--- config.mk ---
export PLATFORM = sky130hd
export DESIGN_NAME = mvwt_ctrl
export DESIGN_NICKNAME = d
export VERILOG_FILES = /design/src/hw/rtl/mvwt_pkg.sv /design/src/hw/rtl/mvwt_ctrl.sv
export SDC_FILE = /design/constraint.sdc
export NUM_CORES = 1
export LEC_CHECK = 0
export BUFFER_PORTS_ARGS = -buffer_cell sky130_fd_sc_hd__buf_2
export CAP_MARGIN = 20
export CORE_AREA = 2 2 39 41
export CTS_CLUSTER_SIZE = 12
export DETAILED_ROUTE_END_ITERATION = 10
export DIE_AREA = 0 0 41 43
export GPL_TIMING_DRIVEN = 0
export PLACE_DENSITY = 0.68
export SLEW_MARGIN = 20
export SYNTH_ARGS = -nofsm -noshare
export SYNTH_HDL_FRONTEND = slang
export SYNTH_SLANG_ARGS = --single-unit
--- constraint.sdc ---
create_clock -name aclk -period 1.8 [get_ports aclk]
set_input_delay 0 -clock aclk [delete_from_list [all_inputs] [get_ports aclk]]
set_output_delay 0 -clock aclk [all_outputs]
set_load 0.01 [all_outputs]
--- src/hw/rtl/mvwt_pkg.sv ---
// shared types and constants of the vertex weld and triangulate block
`default_nettype none

package mvwt_pkg;

    localparam int TABLE_DEPTH_DEF = 4096;
    localparam int INDEX_BITS_DEF  = 21;

    localparam int IN_W        = 21;
    localparam int ID_OUT_W    = 12;
    localparam int MAT_W       = 11;
    localparam int MAX_CORNERS = 4;
    localparam int CNT_W       = 3;
    localparam int S_DATA_W    = 144;
    localparam int M_DATA_W    = 128;

    localparam logic [1:0] KIND_CORNER = 2'd0;
    localparam logic [1:0] KIND_TRI    = 2'd1;
    localparam logic [1:0] KIND_ERR    = 2'd2;

    localparam logic [1:0] ERR_NONE = 2'd0;
    localparam logic [1:0] ERR_FULL = 2'd1;
    localparam logic [1:0] ERR_MANY = 2'd2;
    localparam logic [1:0] ERR_FEW  = 2'd3;

    typedef enum logic [2:0] {
        SEL_CORNER_HIT,
        SEL_CORNER_NEW,
        SEL_ERR_FULL,
        SEL_ERR_MANY,
        SEL_ERR_FEW,
        SEL_TRI0,
        SEL_TRI1
    } out_sel_t;

    typedef struct packed {
        logic     latch;
        logic     clr_wr;
        logic     probe_start;
        logic     probe_next;
        logic     insert;
        logic     push_hit;
        logic     set_bad;
        logic     clr_face;
        logic     load_out;
        out_sel_t sel;
        logic     last;
    } cmd_t;

    typedef struct packed {
        logic addr_max;
        logic hit;
        logic empty;
        logic full;
        logic many;
        logic few;
        logic four;
        logic bad;
        logic fe;
        logic out_done;
    } status_t;

endpackage

`default_nettype wire

--- src/hw/rtl/mvwt_ctrl.sv ---
// controller: table clearing, probe sequencing and result ordering
`default_nettype none

module mvwt_ctrl
    import mvwt_pkg::*;
(
    input  wire logic    aclk,
    input  wire logic    aresetn,
    input  wire logic    s_tvalid,
    output logic         s_tready,
    input  wire status_t status,
    output cmd_t         cmd
);

    typedef enum logic [2:0] {
        ST_CLEAR,
        ST_IDLE,
        ST_DECIDE,
        ST_READ,
        ST_CMP,
        ST_OUT,
        ST_FEND,
        ST_TRI2
    } state_t;

    state_t state_reg;
    state_t state_next;
    state_t ret_reg;
    state_t ret_next;

    assign s_tready = (state_reg == ST_IDLE);

    always_comb begin
        cmd        = '0;
        cmd.sel    = SEL_CORNER_HIT;
        state_next = state_reg;
        ret_next   = ret_reg;
        case (state_reg)
            ST_CLEAR: begin
                cmd.clr_wr = 1'b1;
                if (status.addr_max) begin
                    state_next = ST_IDLE;
                end
            end
            ST_IDLE: begin
                if (s_tvalid) begin
                    cmd.latch  = 1'b1;
                    state_next = ST_DECIDE;
                end
            end
            ST_DECIDE: begin
                if (status.bad) begin
                    state_next = ST_FEND;
                end else if (status.many) begin
                    cmd.load_out = 1'b1;
                    cmd.sel      = SEL_ERR_MANY;
                    cmd.last     = 1'b1;
                    cmd.set_bad  = 1'b1;
                    ret_next     = ST_FEND;
                    state_next   = ST_OUT;
                end else begin
                    cmd.probe_start = 1'b1;
                    state_next      = ST_READ;
                end
            end
            ST_READ: begin
                state_next = ST_CMP;
            end
            ST_CMP: begin
                if (status.hit) begin
                    cmd.push_hit = 1'b1;
                    cmd.load_out = 1'b1;
                    cmd.sel      = SEL_CORNER_HIT;
                    cmd.last     = !status.fe;
                    ret_next     = ST_FEND;
                    state_next   = ST_OUT;
                end else if (status.empty) begin
                    cmd.load_out = 1'b1;
                    ret_next     = ST_FEND;
                    state_next   = ST_OUT;
                    if (status.full) begin
                        cmd.set_bad = 1'b1;
                        cmd.sel     = SEL_ERR_FULL;
                        cmd.last    = 1'b1;
                    end else begin
                        cmd.insert = 1'b1;
                        cmd.sel    = SEL_CORNER_NEW;
                        cmd.last   = !status.fe;
                    end
                end else begin
                    cmd.probe_next = 1'b1;
                    state_next     = ST_READ;
                end
            end
            ST_OUT: begin
                if (status.out_done) begin
                    state_next = ret_reg;
                end
            end
            ST_FEND: begin
                if (!status.fe) begin
                    state_next = ST_IDLE;
                end else if (status.bad) begin
                    cmd.clr_face = 1'b1;
                    state_next   = ST_IDLE;
                end else if (status.few) begin
                    cmd.load_out = 1'b1;
                    cmd.sel      = SEL_ERR_FEW;
                    cmd.last     = 1'b1;
                    cmd.clr_face = 1'b1;
                    ret_next     = ST_IDLE;
                    state_next   = ST_OUT;
                end else begin
                    cmd.load_out = 1'b1;
                    cmd.sel      = SEL_TRI0;
                    cmd.last     = !status.four;
                    state_next   = ST_OUT;
                    if (status.four) begin
                        ret_next = ST_TRI2;
                    end else begin
                        cmd.clr_face = 1'b1;
                        ret_next     = ST_IDLE;
                    end
                end
            end
            ST_TRI2: begin
                cmd.load_out = 1'b1;
                cmd.sel      = SEL_TRI1;
                cmd.last     = 1'b1;
                cmd.clr_face = 1'b1;
                ret_next     = ST_IDLE;
                state_next   = ST_OUT;
            end
            default: begin
                state_next = ST_IDLE;
            end
        endcase
    end

    always_ff @(posedge aclk) begin
        if (!aresetn) begin
            state_reg <= ST_CLEAR;
            ret_reg   <= ST_IDLE;
        end else begin
            state_reg <= state_next;
            ret_reg   <= ret_next;
        end
    end

`ifndef SYNTH
    a_no_accept_busy: assert property (@(posedge aclk) disable iff (!aresetn)
        (state_reg != ST_IDLE) |-> !cmd.latch)
        else $error("input taken outside idle");

    a_probe_follows: assert property (@(posedge aclk) disable iff (!aresetn)
        (state_reg == ST_READ) |=> (state_reg == ST_CMP))
        else $error("read not followed by compare");

    a_single_write: assert property (@(posedge aclk) disable iff (!aresetn)
        !(cmd.insert && cmd.clr_wr))
        else $error("insert during clearing pass");
`endif

endmodule

`default_nettype wire

# == Yosys cells after proc, flatten, opt, wreduce, memory -nomap -nowiden ==
# Cells that the tools add are included.
# classes
eq_ne,15
mux,49
reduce_logical,6
# op_table
cell,count
3-bit 2-to-1 mux,19
5-bit 2-to-1 mux,5
3-bit case mux with 8 select lines,1
5-bit case mux with 4 select lines,1
1-bit 2-to-1 mux,17
2-bit != test (second input constant),7
3-bit equality test (second input constant),4
6-bit 2-to-1 mux,2
3-bit case mux with 4 select lines,1
3-bit by 2-bit equality test with 1-bit output (second input constant),2
6-bit AND reduction,1
1-bit case mux with 2 select lines,2
4-bit nonzero test,1
3-bit by 1-bit equality test with 1-bit output (second input constant),1
3-bit logical NOT,1
3-bit != test (second input constant),1
3-bit AND reduction,1
1-bit logical NOT,2
2-bit 2-to-1 mux,1
# word_totals
ff_bits,6
elab_cells,72

# == Depth between registers and ports, before layout ==
# depth
word_depth,5
mapped_depth,5
mapped_depth_nobuf,4

# == Least setup slack after synthesis ==
# Ideal clock, no wire load.
# synth_timing
path_kind,register -> register
start,register state_reg[0]
end,register state_reg[2]
setup_ns,0.125
t_arrival_ns,1.098
t_required_ns,1.675
setup_slack_ns,0.577
path_stages_with_launch,5
path_buffers,1
period_less_slack_ns,1.223
path_cell_list,dfxtp_1 buf_6 nor3_1 nor3b_1 o41a_1
# synth_via
elab_chain_len,3
elab_cells_between_ends,13
cone_classes,10 x eq/ne; 1 x mux; 2 x reduce/logical
# synth_lines
item,line_no,source
"start, declared",mvwt_ctrl.sv:26,state_t state_reg;
"start signal, assigned",mvwt_ctrl.sv:145,state_reg <= state_next;
3-bit equality test (tied with other cells),mvwt_ctrl.sv:38,case (state_reg)
2-bit != test (no source line),-,
3-bit AND reduction (no source line),-,
# Several ways; a longest one is shown, not always the timed one.
# A chain may end at the register's enable or synchronous reset.

==> metrics.md <==
| Metric | Value |
|---|---|
| Die height | 43 um |
| DR DRC count | 0 |
| Initial antenna violation count | 0 |
| Clk buf depth | 2 |
| Number of flip-flops in the largest register | 3 |
| Die width | 41 um |
| FF+latch count, synth | 5 |
| Net Switching | 0.102 mW |
| Largest fanout on the critical path | 8 |
| Fin Clk Skew | 0.688 ps |
| Leak Pwr | 0.349 nW |
| Num CTS Buffers | 3 |
| Fin cells | 114 |
| Part of the power in registers | 0.368 |
| Mapped cell area | 492 um^2 |
| Clock transition at path regs | 40 ps |
| Avg Inst Size Synth | 7.34 um^2 |
| Cell chain of the critical path | or3b_1 > nor2_2 > a32oi_1 > o211ai_1 > buf_2 |
| Final nets | 112 |
| Slew HR | 0.740 |
| CTS tree | done |
| Final Cycle Share | 0.917 |
| Slowest cell on crit path | dfxtp_1 |
| Avg Vias per Cell | 5.21 |
| Synth cell types | 32 |
| Antenna Nets Post-Route | 0 |
| Critical path class | register to output pin |
| Status | finished clean |
| Slew Viols, Final | 0 |
| Avg WL per Cell | 11.6 um |
| Grt total ovfl | 0 |
| Fin worst setup slack | 150 ps |
| WP data arrival | 1650 ps |
| Worst r2r src | state_reg[2] |
| Pwr Density | 505 nW/um^2 |
| Sequential fraction of the synthesis area | 0.204 |
| Area delta synth->final | 37.9% |
| Top cell type's share of synthesized area | 0.204 |
| Final wirelength | 1320 um |
| Pint | 0.241 mW |
| Cell count after placement | 109 |
| Wire length of the first global-routing pass | 2040 um |
| Pre-CTS WS | 436 ps |
| Clk pwr share | 0.371 |
| GRT Resource Usage Total | 0.164 |
| Switching share of power | 0.297 |
| First drt pass iteration count | 4 |
| RSZ-0062 raised after global routing | false |
| Hold path startpoint | status[9] |
| Port buffer count | 26 |
| Resize count post-CTS | 0 |
| Worst slew pin tran | 389 ps |
| 1st-iter DRT viols | 6 |
| Worst-Skew Late Latency | 240 ps |
| Fmax achieved | 606 MHz |
| Clock Sinks | 5 |
| H-tree depth | 1 |
| CP peak stage delay | 450 ps |
| Post-DP HPWL | 1040 um |
| Fin Setup TNS | 0 ps |
| Vias in the first global route | 525 |
| Ranking of synthesized cells by area | dfxtp_1 (20%), nor4b_2 (9.2%), a21oi_1 (6.1%) |
| Maximum VDD drop | 0.346 mV |
| # diodes | 0 |
| Largest net degree at the start of global routing | 11 |
| Final setup violation count | 0 |
| Cell taking the most area after synthesis | dfxtp_1 |
| Logic pwr share | 0.261 |
| GP Congestion | 0.726 |
| Share of cells above drive strength 1 | 0.388 |
| Site Rows | 14 |
| Crit path launch type | register |
| Final critical-path required period | 1650 ps |
| Hold WC Path Type | input port to register |
| Synth Instances | 67 |
| Largest delay share family, worst path | simple AND/OR/NAND/NOR gates |
| CP endpoint kind | output pin |
| CTS Root Cell | clkbuf_4 |
| WP buf/inv | 1 |
| CP Launch Point | state_reg[2] |
| Worst EP required | 1800 ps |
| Final Hold Vio Count | 0 |
| Initial Utilization | 0.355 |
| Vias | 594 |
| Core Area | 1380 um^2 |
| IO Count | 27 |
| YS warnings | 0 |
| Maxcap violations | 0 |
| Syn Nets | 80 |
| Reg2Reg Setup Slack | 390 ps |
| Die ar. | 1760 um^2 |
cell families (layout without fill, tap and decap cells):
family / count (synthesis) / count (layout) / synth area share
AND/OR/NAND/NOR: 36 / 36 / 0.468
buffers and inverters: 6 / 37 / 0.0636
flip-flops: 5 / 5 / 0.204
AO/OA/AOI/OAI: 20 / 20 / 0.265
worst min-delay path: cells and delay by family:
kind / cells / cell delay, ps
compound gates: 2 / 180
buf+inv: 1 / 80
layer usage:
metal  global-route usage  vias up  routed length (um)
li1                     -      310                   -
met1                0.227      263                 611
met2                0.231       21                 628
met3               0.0209        0                  78
met4                0.100        0                   0
met5                    0        -                   0
power groups by stage:
stage / combinational, mW / clock, mW / sequential [mW]
after floorplan: 0.0506 / 0 / 0.125
after global placement: 0.0868 / 0 / 0.127
after detailed placement: 0.0875 / 0 / 0.128
after CTS: 0.0894 / 0.136 / 0.126
after global routing: 0.0993 / 0.139 / 0.127
final: 0.0893 / 0.127 / 0.126
through the flow:
step	power, mW	hold slack (ps)	cell area [um^2]	utilization
final	0.342	64.9	678	0.490
after global routing	0.365	90.9	678	0.490
after CTS	0.351	49.4	678	0.490
after detailed placement	0.215	228	642	0.464
after global placement	0.214	228	642	0.464
after floorplan	0.175	46.4	492	-
layout by cell type (no fill, tap or decap), types with 3 or more instances in the layout:
cell type  instances
nand2_1            7
clkbuf_4           3
nor2_1             4
dfxtp_1            5
nor3_1             4
buf_2             27
a21oi_1            6
nor4b_2            3
o21ai_0            3
nand2b_1           3
nor2b_1            4
synthesized netlist by cell type:
cell type and n:
o22ai_1 1, nand2_1 7, nand3_1 1, o211ai_1 1, nor2_1 4, o21ai_0 3
nor2_2 1, a22oi_1 1, nor3b_1 2, a31oi_1 1, nor2b_1 4, or3b_1 1
o211a_1 1, inv_1 2, clkbuf_1 1, a21oi_1 6, buf_6 1, nor3_1 4
inv_2 1, or2_2 1, and4b_1 2, and2_1 2, o41ai_1 1, o41a_1 1
dfxtp_1 5, o21ai_2 1, buf_2 1, a32oi_1 1, and3_1 1, o21ai_1 2
nor4b_2 3, nand2b_1 3
layout make-up:
type                    count  area (um^2)
plain buffers               3         20.0
clock buffers               4         26.3
fillers                   150          706
inverters                   3         11.3
multi-input cells          56          360
flip-flops and latches      5          100
well taps                  16         20.0
repair buffers             27          140
what timing repair did:
action                                  in CTS  in global routing
hold endpoints to repair                     1                  0
setup buffers                                0                  0
endpoints found under the setup margin       0                  0
hold buffers                                 1                  0
path summary, 6_finish.rpt:
| check | end | cells past startpoint |
|---|---|---|
| min | state_reg[0] | 3 |
| max reg2reg | state_reg[2] | 3 |
| max | cmd[0] | 5 |
| min reg2reg | ret_reg[0] | 2 |
No activity file was read; power rests on OpenSTA's default activity.
